<file path="src/hdl/isd_pkg.sv">
// isd_pkg: shared types, character codes and calendar table for the timestamp converter
// used by isd_ctrl, isd_dp and iso8601_to_serial_date; no dependencies
`default_nettype none

package isd_pkg;

   localparam int unsigned CHAR_W       = 8;
   localparam int unsigned SERIAL_W     = 50;
   localparam int unsigned CALC_CNT_W   = 3;
   localparam logic [CALC_CNT_W-1:0] CALC_LAST = 3'd4;

   localparam logic [7:0] CHAR_SPACE = 8'h20;
   localparam logic [7:0] CHAR_TAB   = 8'h09;
   localparam logic [7:0] CHAR_LF    = 8'h0a;
   localparam logic [7:0] CHAR_COMMA = 8'h2c;
   localparam logic [7:0] CHAR_SEMI  = 8'h3b;
   localparam logic [7:0] CHAR_ZERO  = 8'h30;
   localparam logic [7:0] CHAR_NINE  = 8'h39;
   localparam logic [7:0] CHAR_Z     = 8'h5a;
   localparam logic [7:0] CHAR_PLUS  = 8'h2b;
   localparam logic [7:0] CHAR_MINUS = 8'h2d;
   localparam logic [7:0] CHAR_DOT   = 8'h2e;
   localparam logic [7:0] CHAR_COLON = 8'h3a;

   typedef struct packed {
      logic step;
      logic load;
   } isd_cmd_type;

   typedef struct packed {
      logic emit;
   } isd_status_type;

   // days before the first of a month, month 1..12
   function automatic logic [8:0] days_before(input logic [3:0] month);
      logic [8:0] d;
      case (month)
         4'd1:    d = 9'd0;
         4'd2:    d = 9'd31;
         4'd3:    d = 9'd59;
         4'd4:    d = 9'd90;
         4'd5:    d = 9'd120;
         4'd6:    d = 9'd151;
         4'd7:    d = 9'd181;
         4'd8:    d = 9'd212;
         4'd9:    d = 9'd243;
         4'd10:   d = 9'd273;
         4'd11:   d = 9'd304;
         4'd12:   d = 9'd334;
         default: d = 9'd0;
      endcase
      return d;
   endfunction

endpackage

`default_nettype wire

</file>
<file path="src/hdl/isd_ctrl.sv">
// isd_ctrl: handshake and sequencing state machine of the timestamp converter
// depends on isd_pkg; drives isd_dp through isd_cmd_type
`default_nettype none

module isd_ctrl
   import isd_pkg::*;
(
   input  wire logic           clock,
   input  wire logic           reset,
   input  wire logic           req_valid,
   output      logic           req_ready,
   output      logic           rsp_valid,
   input  wire logic           rsp_ready,
   input  wire isd_status_type status,
   output      isd_cmd_type    cmd
);

   typedef enum logic {
      ST_READY,
      ST_CALC
   } state_type;

   state_type             state_ff, state_in;
   logic [CALC_CNT_W-1:0] cnt_ff, cnt_in;
   logic                  rsp_valid_ff, rsp_valid_in;
   logic                  load;

   assign req_ready = (state_ff == ST_READY);
   assign rsp_valid = rsp_valid_ff;
   assign load      = (state_ff == ST_CALC) && (cnt_ff == CALC_LAST)
                      && (!rsp_valid_ff || rsp_ready);

   assign cmd.step = req_valid && req_ready;
   assign cmd.load = load;

   always_comb begin
      state_in     = state_ff;
      cnt_in       = cnt_ff;
      rsp_valid_in = load || (rsp_valid_ff && !rsp_ready);
      case (state_ff)
         ST_READY: begin
            cnt_in = '0;
            if (cmd.step && status.emit) begin
               state_in = ST_CALC;
            end
         end
         ST_CALC: begin
            if (load) begin
               state_in = ST_READY;
            end else if (cnt_ff != CALC_LAST) begin
               cnt_in = cnt_ff + 1'b1;
            end
         end
         default: begin
            state_in = ST_READY;
         end
      endcase
   end

   always_ff @(posedge clock) begin
      if (reset) begin
         state_ff     <= ST_READY;
         cnt_ff       <= '0;
         rsp_valid_ff <= 1'b0;
      end else begin
         state_ff     <= state_in;
         cnt_ff       <= cnt_in;
         rsp_valid_ff <= rsp_valid_in;
      end
   end

endmodule

`default_nettype wire

</file>
<file path="src/hdl/isd_dp.sv">
// isd_dp: character parser, token snapshot and staged date arithmetic
// depends on isd_pkg; sequenced by isd_ctrl
`default_nettype none

module isd_dp
   import isd_pkg::*;
(
   input  wire logic                       clock,
   input  wire logic                       reset,
   input  wire isd_cmd_type                cmd,
   input  wire logic [CHAR_W-1:0]          req_char_code,
   input  wire logic                       req_end_of_text,
   output      isd_status_type             status,
   output      logic signed [SERIAL_W-1:0] rsp_serial_ms,
   output      logic                       rsp_is_last_date
);

   typedef enum logic [2:0] {
      PH_BETWEEN,
      PH_FIXED,
      PH_SECONDS,
      PH_FRACTION,
      PH_ZONE_H,
      PH_ZONE_M,
      PH_DONE
   } phase_type;

   function automatic logic [13:0] push_year(input logic [13:0] acc, input logic [3:0] dig);
      logic [17:0] v;
      v = {4'b0, acc} * 18'd10 + {14'b0, dig};
      return (v > 18'd9999) ? 14'd9999 : v[13:0];
   endfunction

   function automatic logic [6:0] push_small(input logic [6:0] acc, input logic [3:0] dig,
                                             input logic [6:0] limit);
      logic [10:0] v;
      v = {4'b0, acc} * 11'd10 + {7'b0, dig};
      return (v > {4'b0, limit}) ? limit : v[6:0];
   endfunction

   // parser state
   logic [5:0] pos_ff, pos_in, n_pos;
   phase_type  phase_ff, phase_in, n_phase;
   logic [13:0] year_ff, year_in, n_year;
   logic [6:0] month_ff, month_in, n_month;
   logic [6:0] day_ff, day_in, n_day;
   logic [6:0] hour_ff, hour_in, n_hour;
   logic [6:0] minute_ff, minute_in, n_minute;
   logic [6:0] second_ff, second_in, n_second;
   logic [9:0] millis_ff, millis_in, n_millis;
   logic [1:0] fdig_ff, fdig_in, n_fdig;
   logic       zneg_ff, zneg_in, n_zneg;
   logic [6:0] zh_ff, zh_in, n_zh;
   logic [6:0] zm_ff, zm_in, n_zm;
   logic       stop_ff, stop_in, n_stop;

   logic       delim, is_dig, ends, capture;
   logic [3:0] dig;
   logic [6:0] wgt;
   logic       zmin;
   logic       fld_any, fld_year, fld_month, fld_day, fld_hour, fld_minute;

   // token snapshot
   logic [13:0] sn_year_ff;
   logic [6:0]  sn_month_ff, sn_day_ff, sn_hour_ff, sn_minute_ff, sn_second_ff;
   logic [9:0]  sn_millis_ff;
   logic        sn_zneg_ff, sn_last_ff;
   logic [6:0]  sn_zh_ff, sn_zm_ff;

   // stage a: month normalization and time products
   logic [6:0]  mm1;
   logic [12:0] qm_prod, qm1_prod;
   logic [3:0]  qm, qm1;
   logic [6:0]  rem12;
   logic [13:0] a_year_in, a_year_ff;
   logic [3:0]  a_month_in, a_month_ff;
   logic [28:0] a_ta_ff, a_z_ff;
   logic [16:0] a_tb_ff;

   // stage b: year over 100 and signed time of day
   logic [25:0]        qy_prod;
   logic [6:0]         b_q_ff;
   logic signed [30:0] b_ms_in, b_ms_ff;

   // stage c: day count
   logic [13:0]        r100;
   logic               nz4, nz100, nz400, leap;
   logic [21:0]        c_days_in, c_days_ff;
   logic signed [30:0] c_ms_ff;

   // stage d: days to milliseconds
   logic [48:0]        d_prod_ff;
   logic signed [30:0] d_ms_ff;

   logic signed [SERIAL_W-1:0] rsp_serial_ms_ff;
   logic                       rsp_is_last_date_ff;

   assign delim = (req_char_code == CHAR_SPACE) || (req_char_code == CHAR_TAB)
                  || (req_char_code == CHAR_LF) || (req_char_code == CHAR_COMMA)
                  || (req_char_code == CHAR_SEMI);
   assign is_dig = (req_char_code >= CHAR_ZERO) && (req_char_code <= CHAR_NINE);
   assign dig    = 4'(req_char_code - CHAR_ZERO);
   assign ends   = delim || req_end_of_text;

   assign status.emit = (delim && (phase_ff != PH_BETWEEN)) || (!delim && req_end_of_text);
   assign capture     = cmd.step && status.emit;

   always_comb begin
      case (fdig_ff)
         2'd0:    wgt = 7'd100;
         2'd1:    wgt = 7'd10;
         default: wgt = 7'd1;
      endcase
   end

   always_comb begin
      n_pos = pos_ff; n_phase = phase_ff; n_year = year_ff; n_month = month_ff;
      n_day = day_ff; n_hour = hour_ff; n_minute = minute_ff; n_second = second_ff;
      n_millis = millis_ff; n_fdig = fdig_ff; n_zneg = zneg_ff; n_zh = zh_ff;
      n_zm = zm_ff; n_stop = stop_ff;
      zmin = 1'b0;
      fld_year = 1'b0; fld_month = 1'b0; fld_day = 1'b0; fld_hour = 1'b0;
      fld_minute = 1'b0; fld_any = 1'b0;
      if (!delim && phase_ff == PH_BETWEEN) begin
         n_pos = '0; n_phase = PH_FIXED; n_year = '0; n_month = '0; n_day = '0;
         n_hour = '0; n_minute = '0; n_second = '0; n_millis = '0; n_fdig = '0;
         n_zneg = 1'b0; n_zh = '0; n_zm = '0; n_stop = 1'b0;
      end
      if (!delim) begin
         case (n_phase)
            PH_FIXED: begin
               if (n_pos == 6'd0 || n_pos == 6'd5 || n_pos == 6'd8 || n_pos == 6'd11
                   || n_pos == 6'd14) begin
                  n_stop = 1'b0;
               end
               fld_year   = (n_pos <= 6'd3);
               fld_month  = (n_pos == 6'd5) || (n_pos == 6'd6);
               fld_day    = (n_pos == 6'd8) || (n_pos == 6'd9);
               fld_hour   = (n_pos == 6'd11) || (n_pos == 6'd12);
               fld_minute = (n_pos == 6'd14) || (n_pos == 6'd15);
               fld_any    = fld_year || fld_month || fld_day || fld_hour || fld_minute;
               if (fld_any && !n_stop) begin
                  if (!is_dig) begin
                     n_stop = 1'b1;
                  end else if (fld_year) begin
                     n_year = push_year(n_year, dig);
                  end else if (fld_month) begin
                     n_month = push_small(n_month, dig, 7'd99);
                  end else if (fld_day) begin
                     n_day = push_small(n_day, dig, 7'd99);
                  end else if (fld_hour) begin
                     n_hour = push_small(n_hour, dig, 7'd99);
                  end else begin
                     n_minute = push_small(n_minute, dig, 7'd99);
                  end
               end
               n_pos = n_pos + 1'b1;
               if (n_pos >= 6'd17) begin
                  n_phase = PH_SECONDS;
                  n_stop  = 1'b0;
               end
            end
            PH_SECONDS, PH_FRACTION: begin
               if (req_char_code == CHAR_Z) begin
                  n_phase = PH_DONE;
               end else if (req_char_code == CHAR_PLUS || req_char_code == CHAR_MINUS) begin
                  n_zneg  = (req_char_code == CHAR_MINUS);
                  n_phase = PH_ZONE_H;
                  n_pos   = '0;
                  n_stop  = 1'b0;
               end else if (n_phase == PH_SECONDS) begin
                  if (req_char_code == CHAR_DOT && !n_stop) begin
                     n_phase = PH_FRACTION;
                  end else if (!n_stop) begin
                     if (is_dig) begin
                        n_second = push_small(n_second, dig, 7'd127);
                     end else begin
                        n_stop = 1'b1;
                     end
                  end
               end else if (!n_stop) begin
                  if (!is_dig) begin
                     n_stop = 1'b1;
                  end else if (n_fdig != 2'd3) begin
                     n_millis = n_millis + ({6'b0, dig} * {3'b0, wgt});
                     n_fdig   = n_fdig + 1'b1;
                  end
               end
            end
            PH_ZONE_H: begin
               if (n_pos < 6'd2) begin
                  if (!n_stop) begin
                     if (is_dig) begin
                        n_zh = push_small(n_zh, dig, 7'd99);
                     end else begin
                        n_stop = 1'b1;
                     end
                  end
                  n_pos = n_pos + 1'b1;
               end else begin
                  n_phase = PH_ZONE_M;
                  n_pos   = '0;
                  n_stop  = 1'b0;
                  zmin    = (req_char_code != CHAR_COLON);
               end
            end
            PH_ZONE_M: begin
               zmin = 1'b1;
            end
            default: begin
            end
         endcase
         if (zmin) begin
            if (!n_stop) begin
               if (is_dig) begin
                  n_zm = push_small(n_zm, dig, 7'd99);
               end else begin
                  n_stop = 1'b1;
               end
            end
            n_pos = n_pos + 1'b1;
            if (n_pos >= 6'd2) begin
               n_phase = PH_DONE;
            end
         end
      end
   end

   always_comb begin
      pos_in = pos_ff; phase_in = phase_ff; year_in = year_ff; month_in = month_ff;
      day_in = day_ff; hour_in = hour_ff; minute_in = minute_ff; second_in = second_ff;
      millis_in = millis_ff; fdig_in = fdig_ff; zneg_in = zneg_ff; zh_in = zh_ff;
      zm_in = zm_ff; stop_in = stop_ff;
      if (cmd.step) begin
         if (ends) begin
            pos_in = '0; phase_in = PH_BETWEEN; year_in = '0; month_in = '0; day_in = '0;
            hour_in = '0; minute_in = '0; second_in = '0; millis_in = '0; fdig_in = '0;
            zneg_in = 1'b0; zh_in = '0; zm_in = '0; stop_in = 1'b0;
         end else begin
            pos_in = n_pos; phase_in = n_phase; year_in = n_year; month_in = n_month;
            day_in = n_day; hour_in = n_hour; minute_in = n_minute; second_in = n_second;
            millis_in = n_millis; fdig_in = n_fdig; zneg_in = n_zneg; zh_in = n_zh;
            zm_in = n_zm; stop_in = n_stop;
         end
      end
   end

   always_ff @(posedge clock) begin
      if (reset) begin
         pos_ff <= '0; phase_ff <= PH_BETWEEN; year_ff <= '0; month_ff <= '0;
         day_ff <= '0; hour_ff <= '0; minute_ff <= '0; second_ff <= '0;
         millis_ff <= '0; fdig_ff <= '0; zneg_ff <= 1'b0; zh_ff <= '0;
         zm_ff <= '0; stop_ff <= 1'b0;
      end else begin
         pos_ff <= pos_in; phase_ff <= phase_in; year_ff <= year_in; month_ff <= month_in;
         day_ff <= day_in; hour_ff <= hour_in; minute_ff <= minute_in;
         second_ff <= second_in; millis_ff <= millis_in; fdig_ff <= fdig_in;
         zneg_ff <= zneg_in; zh_ff <= zh_in; zm_ff <= zm_in; stop_ff <= stop_in;
      end
   end

   always_ff @(posedge clock) begin
      if (capture) begin
         sn_year_ff   <= n_year;
         sn_month_ff  <= n_month;
         sn_day_ff    <= n_day;
         sn_hour_ff   <= n_hour;
         sn_minute_ff <= n_minute;
         sn_second_ff <= n_second;
         sn_millis_ff <= n_millis;
         sn_zneg_ff   <= n_zneg;
         sn_zh_ff     <= n_zh;
         sn_zm_ff     <= n_zm;
         sn_last_ff   <= req_end_of_text;
      end
   end

   // month wrap: x/12 as (x*43)>>9, exact for x below 100
   assign mm1      = sn_month_ff - 7'd1;
   assign qm_prod  = {6'b0, sn_month_ff} * 13'd43;
   assign qm1_prod = {6'b0, mm1} * 13'd43;
   assign qm       = qm_prod[12:9];
   assign qm1      = qm1_prod[12:9];
   assign rem12    = mm1 - {3'b0, qm1} * 7'd12;

   always_comb begin
      a_year_in  = sn_year_ff;
      a_month_in = sn_month_ff[3:0];
      if (sn_month_ff == 7'd0) begin
         a_month_in = 4'd1;
      end else if (sn_month_ff > 7'd12) begin
         a_year_in  = sn_year_ff + {10'b0, qm};
         a_month_in = rem12[3:0] + 4'd1;
      end
   end

   // year/100 as (y*5243)>>19, exact for y below 43699
   assign qy_prod = {12'b0, a_year_ff} * 26'd5243;
   assign b_ms_in = sn_zneg_ff
                    ? $signed({2'b0, a_ta_ff}) + $signed({14'b0, a_tb_ff})
                      + $signed({2'b0, a_z_ff})
                    : $signed({2'b0, a_ta_ff}) + $signed({14'b0, a_tb_ff})
                      - $signed({2'b0, a_z_ff});

   assign r100  = a_year_ff - {7'b0, b_q_ff} * 14'd100;
   assign nz4   = (a_year_ff[1:0] != 2'd0);
   assign nz100 = (r100 != 14'd0);
   assign nz400 = nz100 || (b_q_ff[1:0] != 2'd0);
   assign leap  = (!nz4 && nz100) || !nz400;
   assign c_days_in = 22'(a_year_ff) * 22'd365
                      + 22'(a_year_ff[13:2]) + 22'(nz4)
                      - 22'(b_q_ff) - 22'(nz100)
                      + 22'(b_q_ff[6:2]) + 22'(nz400)
                      + 22'(days_before(a_month_ff)) + 22'(sn_day_ff)
                      + 22'(leap && (a_month_ff > 4'd2));

   always_ff @(posedge clock) begin
      a_year_ff  <= a_year_in;
      a_month_ff <= a_month_in;
      a_ta_ff    <= 29'(sn_hour_ff) * 29'd3600000 + 29'(sn_minute_ff) * 29'd60000;
      a_tb_ff    <= 17'(sn_second_ff) * 17'd1000 + 17'(sn_millis_ff);
      a_z_ff     <= 29'(sn_zh_ff) * 29'd3600000 + 29'(sn_zm_ff) * 29'd60000;
      b_q_ff     <= qy_prod[25:19];
      b_ms_ff    <= b_ms_in;
      c_days_ff  <= c_days_in;
      c_ms_ff    <= b_ms_ff;
      d_prod_ff  <= 49'(c_days_ff) * 49'd86400000;
      d_ms_ff    <= c_ms_ff;
   end

   always_ff @(posedge clock) begin
      if (cmd.load) begin
         rsp_serial_ms_ff    <= $signed({1'b0, d_prod_ff}) + SERIAL_W'(d_ms_ff);
         rsp_is_last_date_ff <= sn_last_ff;
      end
   end

   assign rsp_serial_ms    = rsp_serial_ms_ff;
   assign rsp_is_last_date = rsp_is_last_date_ff;

endmodule

`default_nettype wire

</file>
<file path="src/hdl/iso8601_to_serial_date.sv">
// iso8601_to_serial_date: top level of the ISO 8601 timestamp to serial date converter
// depends on isd_pkg, isd_ctrl and isd_dp
//
// Reads text one character per transaction and gives, for every whitespace, comma or
// semicolon separated ISO 8601 timestamp, its serial date in milliseconds since year
// zero in GMT (zone offset subtracted). A character that does not end a timestamp is
// taken without a stall. A character that ends one (a delimiter after a timestamp, or a
// final character flagged end_of_text) holds req_ready low while the date unit runs its
// sequence of month wrap, reciprocal divide by 100, day count and days-to-milliseconds
// multiply, and longer if the previous result has not yet been taken. The result sits
// in an output register until the consumer takes it.
`default_nettype none

module iso8601_to_serial_date
   import isd_pkg::*;
(
   input  wire logic                       clock,
   input  wire logic                       reset,
   input  wire logic                       req_valid,
   output      logic                       req_ready,
   input  wire logic [CHAR_W-1:0]          req_char_code,
   input  wire logic                       req_end_of_text,
   output      logic                       rsp_valid,
   input  wire logic                       rsp_ready,
   output      logic signed [SERIAL_W-1:0] rsp_serial_ms,
   output      logic                       rsp_is_last_date
);

   isd_cmd_type    cmd;
   isd_status_type status;

   isd_ctrl u_ctrl (
      .clock     (clock),
      .reset     (reset),
      .req_valid (req_valid),
      .req_ready (req_ready),
      .rsp_valid (rsp_valid),
      .rsp_ready (rsp_ready),
      .status    (status),
      .cmd       (cmd)
   );

   isd_dp u_dp (
      .clock            (clock),
      .reset            (reset),
      .cmd              (cmd),
      .req_char_code    (req_char_code),
      .req_end_of_text  (req_end_of_text),
      .status           (status),
      .rsp_serial_ms    (rsp_serial_ms),
      .rsp_is_last_date (rsp_is_last_date)
   );

endmodule

`default_nettype wire
</file>
<file path="config.mk">
export PLATFORM = sky130hd
export DESIGN_NAME = iso8601_to_serial_date
export DESIGN_NICKNAME = d
export VERILOG_FILES = /design/src/hdl/isd_pkg.sv /design/src/hdl/isd_ctrl.sv /design/src/hdl/isd_dp.sv /design/src/hdl/iso8601_to_serial_date.sv
export SDC_FILE = /design/constraint.sdc
export NUM_CORES = 2
export LEC_CHECK = 0
export ABC_CLOCK_PERIOD_IN_PS = 14310
export BUFFER_PORTS_ARGS = -buffer_cell sky130_fd_sc_hd__buf_2
export CAP_MARGIN = 20
export CORE_MARGIN = 3
export CORE_UTILIZATION = 25
export CTS_BUF_LIST = sky130_fd_sc_hd__clkbuf_8
export DETAILED_ROUTE_END_ITERATION = 16
export GPL_TIMING_DRIVEN = 0
export PLACE_DENSITY_LB_ADDON = 0.12
export SYNTH_ARGS = -nofsm -noshare
export SYNTH_HDL_FRONTEND = slang
export SYNTH_SLANG_ARGS = --single-unit
</file>
<file path="constraint.sdc">
create_clock -name clock -period 14.31 [get_ports clock]
set_clock_uncertainty 0.2 [all_clocks]
set_input_delay 4.293 -clock clock [delete_from_list [all_inputs] [get_ports clock]]
set_output_delay 4.293 -clock clock [all_outputs]
set_load 0.1 [all_outputs]
</file>
== Word-level counts from Yosys, hierarchy flattened ==
Memories as Yosys holds them, arrays and structs flattened. A register that Yosys moved wholly into a read port is not among the register bits.
Cells that the tools add are included.

* Flip-flop bits (word level): 471
* Memory bits (read-only): 144
* Output and inout port bits: 53
* Memories: 1

{| class="wikitable"
|+ Memory list
! memory !! depth !! width !! rd ports !! clocked after Yosys merged registers in !! write ports !! RTL line !! RTL
|-
| (no name shown) || 16 || 9 || 1 || 1 || 0 || isd_pkg.sv:37 || <nowiki>case (month)</nowiki>
|}

* Add/subtract/negate cells: 35
* Multipliers: 21
* $lt $le $gt $ge: 16
* Eq/ne operators: 29
* Muxes and demuxes: 157
* Bitwise logic cells: 1
* Reduce and logical (&&, ||, !) cells: 53

{| class="wikitable"
|+ Operators with widths
! cell !! count
|-
| $mux W7 || 67
|-
| $mux W14 || 10
|-
| $mux W10 || 10
|-
| $add A11 B4 Y11 || 7
|-
| $gt A11 B7 Y1 const B || 7
|-
| $mul A7 B3 Y10 const B || 7
|-
| $add A22 B1 Y22 || 3
|-
| $add A29 B23 Y29 || 2
|-
| $add A50 B31 Y50 || 1
|-
| $eq A8 B6 Y1 const B || 6
|-
| $mux W6 || 8
|-
| $mul A7 B15 Y22 const B || 2
|-
| $mul A22 B17 Y39 const B || 1
|-
| $mux W3 || 13
|-
| $eq A6 B4 Y1 const B || 6
|-
| $mul A7 B11 Y18 const B || 2
|-
| $add A31 B30 Y31 || 1
|-
| $mux W31 || 1
|-
| $sub A31 B30 Y31 || 1
|-
| $add A29 B17 Y30 || 1
|-
| $mux W1 || 29
|-
| $mul A14 B13 Y26 const B || 1
|-
| $mul A7 B6 Y13 const B || 2
|-
| $logic_or A1 B1 Y1 || 23
|-
| other kinds (63) || 101
|}

== Longest topological paths before layout ==
* Depth in word-level cells: 26
* Gate-level depth with buffers: 41

== Cells and area by module ==
Synthesis repeated with hierarchy kept, for this count alone.

* Cells, all modules: 5446
* Area total of the unflattened synthesis: 51672.1 um2

{| class="wikitable"
|+ Modules (own cells, without submodules)
! module !! instances !! cells an instance !! area an instance (um2) !! sequential area each (um2)
|-
| isd_dp || 1 || 5417 || 51408.1 || 10570.1
|-
| isd_ctrl || 1 || 29 || 264.0 || 100.1
|}

== Least setup slack after synthesis ==
Ideal clock, no wire load.

* Path kind: input to register
* From: input port req_char_code[4]
* To: register u_dp.sn_day_ff[0] (enable)
* Setup time: 0.600 ns
* Data arrival time: 10.651 ns
* Data required time: 13.510 ns
* Setup slack: 2.859 ns
* Stages on the path: 7
* Cells stage by stage: buf_6 -> nor4b_2 -> o31a_4 -> o21ai_4 -> a21oi_1 -> nor2_1 -> nor3_1

* Longest elaborated chain between the ends: 9
* Elaborated cells on any way between the ends: 14
* Those cells by class: 5 x eq/ne; 9 x reduce/logical

{| class="wikitable"
|+ Ends and longest elaborated chain
! element !! RTL line !! RTL
|-
| from (decl) || iso8601_to_serial_date.sv:21 || <nowiki>input wire logic [CHAR_W-1:0] req_char_code,</nowiki>
|-
| $eq A8 B6 Y1 / $eq A8 B4 Y1 (equally long branches) || isd_dp.sv:98 || <nowiki>assign delim = (req_char_code == CHAR_SPACE) || (req_char_code == CHAR_TAB)</nowiki>
|-
| $logic_or A1 B1 Y1 || isd_dp.sv:98 ||
|-
| $logic_or A1 B1 Y1 (2 in series) || isd_dp.sv:99 || <nowiki>|| (req_char_code == CHAR_LF) || (req_char_code == CHAR_COMMA)</nowiki>
|-
| $logic_or A1 B1 Y1 * || isd_dp.sv:100 || <nowiki>|| (req_char_code == CHAR_SEMI);</nowiki>
|-
| $logic_not A1 Y1 || isd_dp.sv:105 || <nowiki>assign status.emit = (delim && (phase_ff != PH_BETWEEN)) || (!delim && req_end_of_text);</nowiki>
|-
| $logic_and A1 B1 Y1 || isd_dp.sv:105 ||
|-
| $logic_or A1 B1 Y1 * || isd_dp.sv:105 ||
|-
| $logic_and A1 B1 Y1 * || isd_dp.sv:106 || <nowiki>assign capture = cmd.step && status.emit;</nowiki>
|-
| net u_dp.capture || isd_dp.sv:57 || <nowiki>logic delim, is_dig, ends, capture;</nowiki>
|-
| to (signal assigned) || isd_dp.sv:266 || <nowiki>sn_day_ff <= n_day;</nowiki>
|-
| to (decl) || isd_dp.sv:65 || <nowiki>logic [6:0] sn_month_ff, sn_day_ff, sn_hour_ff, sn_minute_ff, sn_second_ff;</nowiki>
|}

The timed path passes the listed nets; every way through them passes the cells marked *.
A chain may end at the register's enable or synchronous reset.

== Final worst setup path ==
* From: input port req_char_code[1]
* To: register u_dp.sn_year_ff[9], data pin

* Longest elaborated chain between the ends: 21
* Elaborated cells on any way between the ends: 56
* Those cells by class: 2 x add/sub; 1 x mul; 4 x order compare; 14 x eq/ne; 13 x mux; 22 x reduce/logical

{| class="wikitable"
|+ Ends and longest elaborated chain
! element !! RTL line !! RTL
|-
| parallel branches: the longest is 20 deep, another holds $add A18 B4 Y18 || - ||
|-
| $mux W14 * || isd_dp.sv:129 || <nowiki>if (!delim) begin</nowiki>
|-
| net u_dp.n_year[9] || isd_dp.sv:44 || <nowiki>logic [13:0] year_ff, year_in, n_year;</nowiki>
|-
| to (signal assigned) || isd_dp.sv:264 || <nowiki>sn_year_ff <= n_year;</nowiki>
|-
| to (decl) || isd_dp.sv:64 || <nowiki>logic [13:0] sn_year_ff;</nowiki>
|}

Mark *: on every way through the listed nets, which the timed path passes. The select of a mux whose other input is x is not followed.

==> qor.csv <==
metric;value;unit
path_clk_slew;0.06;ns
grt_first_pass_wirelength;215000;um
area_growth;11.5;%
start_util;25.2;%
synth_seq_cells;470;
rsz0062_at_grt;false;
synth_top_area_share;23.5;%
drt_iter0_drc;1460;
layout.nets;6865;
whs_path_depth;0;
drc;0;
core;201000;um^2
min_from;u_dp.c_ms_ff[29];
clock_path_buffers;3;
first_global_vias;37800;
rrSetupSlack;3.67;ns
drtPass1Iterations;7;
final_util;28.1;%
fin_area;56500;um^2
clock_latency;0.83;ns
yosysSeqAreaShare;21.1;%
grt_use_total;13.0;%
setup_viol;0;
max_freq;75.6;MHz
ctsHoldBuffers;0;
dpl_cell_area;54500;um^2
synth_common_cells;951 x ha_1, 865 x inv_1, 437 x fa_1;
io_pins;66;
numPortBuffers;63;
antenna_found_initial;3;
synth-edff-count;126;
cts-buffers-inserted;92;
grt.overflow.total;0;
startpoint_type;input pin;
vias_per_cell;4.42;
rows;164;
clock_sinks;470;
synth.area.top_cells;ha_1 23%, fa_1 17%, dfxtp_1 14%;
syn-num-nets;6695;
gpl.final_weighted_congestion;0.782;
ant_nets;0;
cp_max_fo;12;
worstMarginPinSlew;1.03;ns
grt_max_degree;33;
hpwl;112000;um
cts_tree;built;
drive_gt1_share;5.34;%
post-cts-setup-buffers;0;
crit_type;input pin to register;
worstReg2RegEnd;u_dp.c_days_ff[20];
maxSlewViolCount;0;
r2r_start;u_dp.b_q_ff[2];
synth_top_area_cell;ha_1;
post-synth-top-count-cell;ha_1;
htree_levels;3;
postCtsResizedCells;0;
syn_inst;5294;
syn_avg_cell_area;9.57;um^2
hold_path_class;register to register;
netlist_area;50700;um^2
ys_warn_count;0;
async_flop_share;0;%
nFillCells;21500;
reg2reg_depth;40;
clockRootBuffer;clkbuf_8;
period_share;92.5;%
cap_violations;0;
arrival;13.50;ns
synth_cell_types;100;
maxSlewHeadroom;31.2;%
required;14.57;ns
die_h;456;um
wire_per_inst;16.5;um
post-route-min-period;13.23;ns
ys.flop_type;dfxtp_1;
min_to;u_dp.d_ms_ff[29];
status;completed;
vias;36200;
dieArea;208000;um^2
wirelength;135000;um
die_width;456;um
end_kind;register;
startpoint;req_char_code[1];
finalHoldViolCount;0;
==> worst max-delay path, stage by stage <==
cell and delay, ns:
buf_2 0.47, nor4b_2 0.42, o31a_4 0.24, o21ai_4 0.07
a21oi_2 0.72, buf_2 0.43, clkbuf_1 0.63, buf_2 0.51
buf_2 0.39, clkbuf_1 0.72, clkbuf_1 0.44, nand2_1 0.18
inv_1 0.13, ha_1 0.24, ha_1 0.24, inv_1 0.08
fa_1 0.48, inv_1 0.11, o211ai_1 0.10, nor4b_2 0.43
and2_1 0.27, nor4b_4 0.29, nand4_1 0.19, a2111oi_4 0.49
o21ai_2 0.24, o32ai_1 0.39, o21ai_0 0.25
==> stage by stage <==
stage          hold slack [ns]  setup slack (ns)  std cells  TNS, ns
6_report                 0.115              1.08       8197        0
5_1_grt                  0.127             0.579       8197        0
4_1_cts                  0.117              1.09       8196        0
3_5_place_dp             0.112             0.166       8026        0
3_3_place_gp             0.111             -2.64       8013  -196.38
2_1_floorplan            0.110              2.86       5294        0
==> cells in the final DEF, fill, tap and decap left out, types with 47 or more instances in the layout <==
| cell type | count |
|---|---|
| xor2_1 | 118 |
| nor2b_1 | 62 |
| ha_1 | 951 |
| nand2b_1 | 58 |
| clkbuf_1 | 50 |
| o21a_1 | 47 |
| o21ai_0 | 186 |
| edfxtp_1 | 126 |
| nor2_1 | 313 |
| buf_2 | 70 |
| a21o_1 | 101 |
| nand3_1 | 78 |
| clkbuf_8 | 112 |
| inv_1 | 888 |
| xnor2_1 | 267 |
| dfxtp_1 | 344 |
| and2_1 | 81 |
| a21oi_1 | 255 |
| fa_1 | 437 |
| nor3_1 | 106 |
| nand2_1 | 226 |
==> area by class of cell <==
class / instances / area (um^2) / share of cell area (%)
diodes: 1 / 2.50 / 0.00443
clock buffers: 112 / 1540 / 2.73
flip-flops and latches: 470 / 10700 / 18.9
multi-input cells: 3891 / 36500 / 64.6
clock inverters: 58 / 467 / 0.826
inverters: 865 / 3250 / 5.75
plain buffers: 68 / 304 / 0.538
well taps: 2656 / 3320 / 5.88
repair buffers: 76 / 469 / 0.831
==> layer usage <==
layer | global-route usage (%) | wire (um) | vias up
met3 | 1.92 | 4100 | 142
met1 | 17.8 | 66500 | 17300
met2 | 21.6 | 62400 | 409
met5 | 0 | 0 | -
met4 | 2.50 | 2160 | 0
li1 | - | - | 18400
==> cells by family (layout without fill, tap and decap cells) <==
logic type                 count (synthesis)  count (layout)  share of synthesized area, %
DFF                                      470             470                          21.1
and+or+nand+nor                         1113            1113                          11.1
muxes                                     21              21                         0.440
xor gates and xnor gates                 388             388                          6.79
AOI/OAI and AO/OA                        981             981                          12.9
adders and majority gates               1388            1388                          40.7
buffers and inverters                    933            1179                          7.01
other                                      0               1                             0
==> worst max-delay path by stage <==
stage                                     to  slack (ns)
after detailed placement  u_dp.sn_year_ff[9]        0.17
after floorplan            u_dp.sn_day_ff[0]        2.86
after global routing      u_dp.sn_year_ff[8]        0.58
after global placement    u_dp.sn_year_ff[5]       -2.64
final                     u_dp.sn_year_ff[9]        1.08
after CTS                 u_dp.sn_year_ff[9]        1.09
==> sequential cells by signal, summed over array words and instances (netlist names), 22 cells and up, named ones only <==
name,count
u_dp.a_ta_ff,24
u_dp.a_z_ff,24
u_dp.b_ms_ff,31
u_dp.d_ms_ff,31
u_dp.c_ms_ff,31
u_dp.d_prod_ff,39
u_dp.c_days_ff,22
u_dp.rsp_serial_ms,50
Power is not shown: default switching activity piles up to over one toggle a cycle in this logic, so the estimate is an artifact.
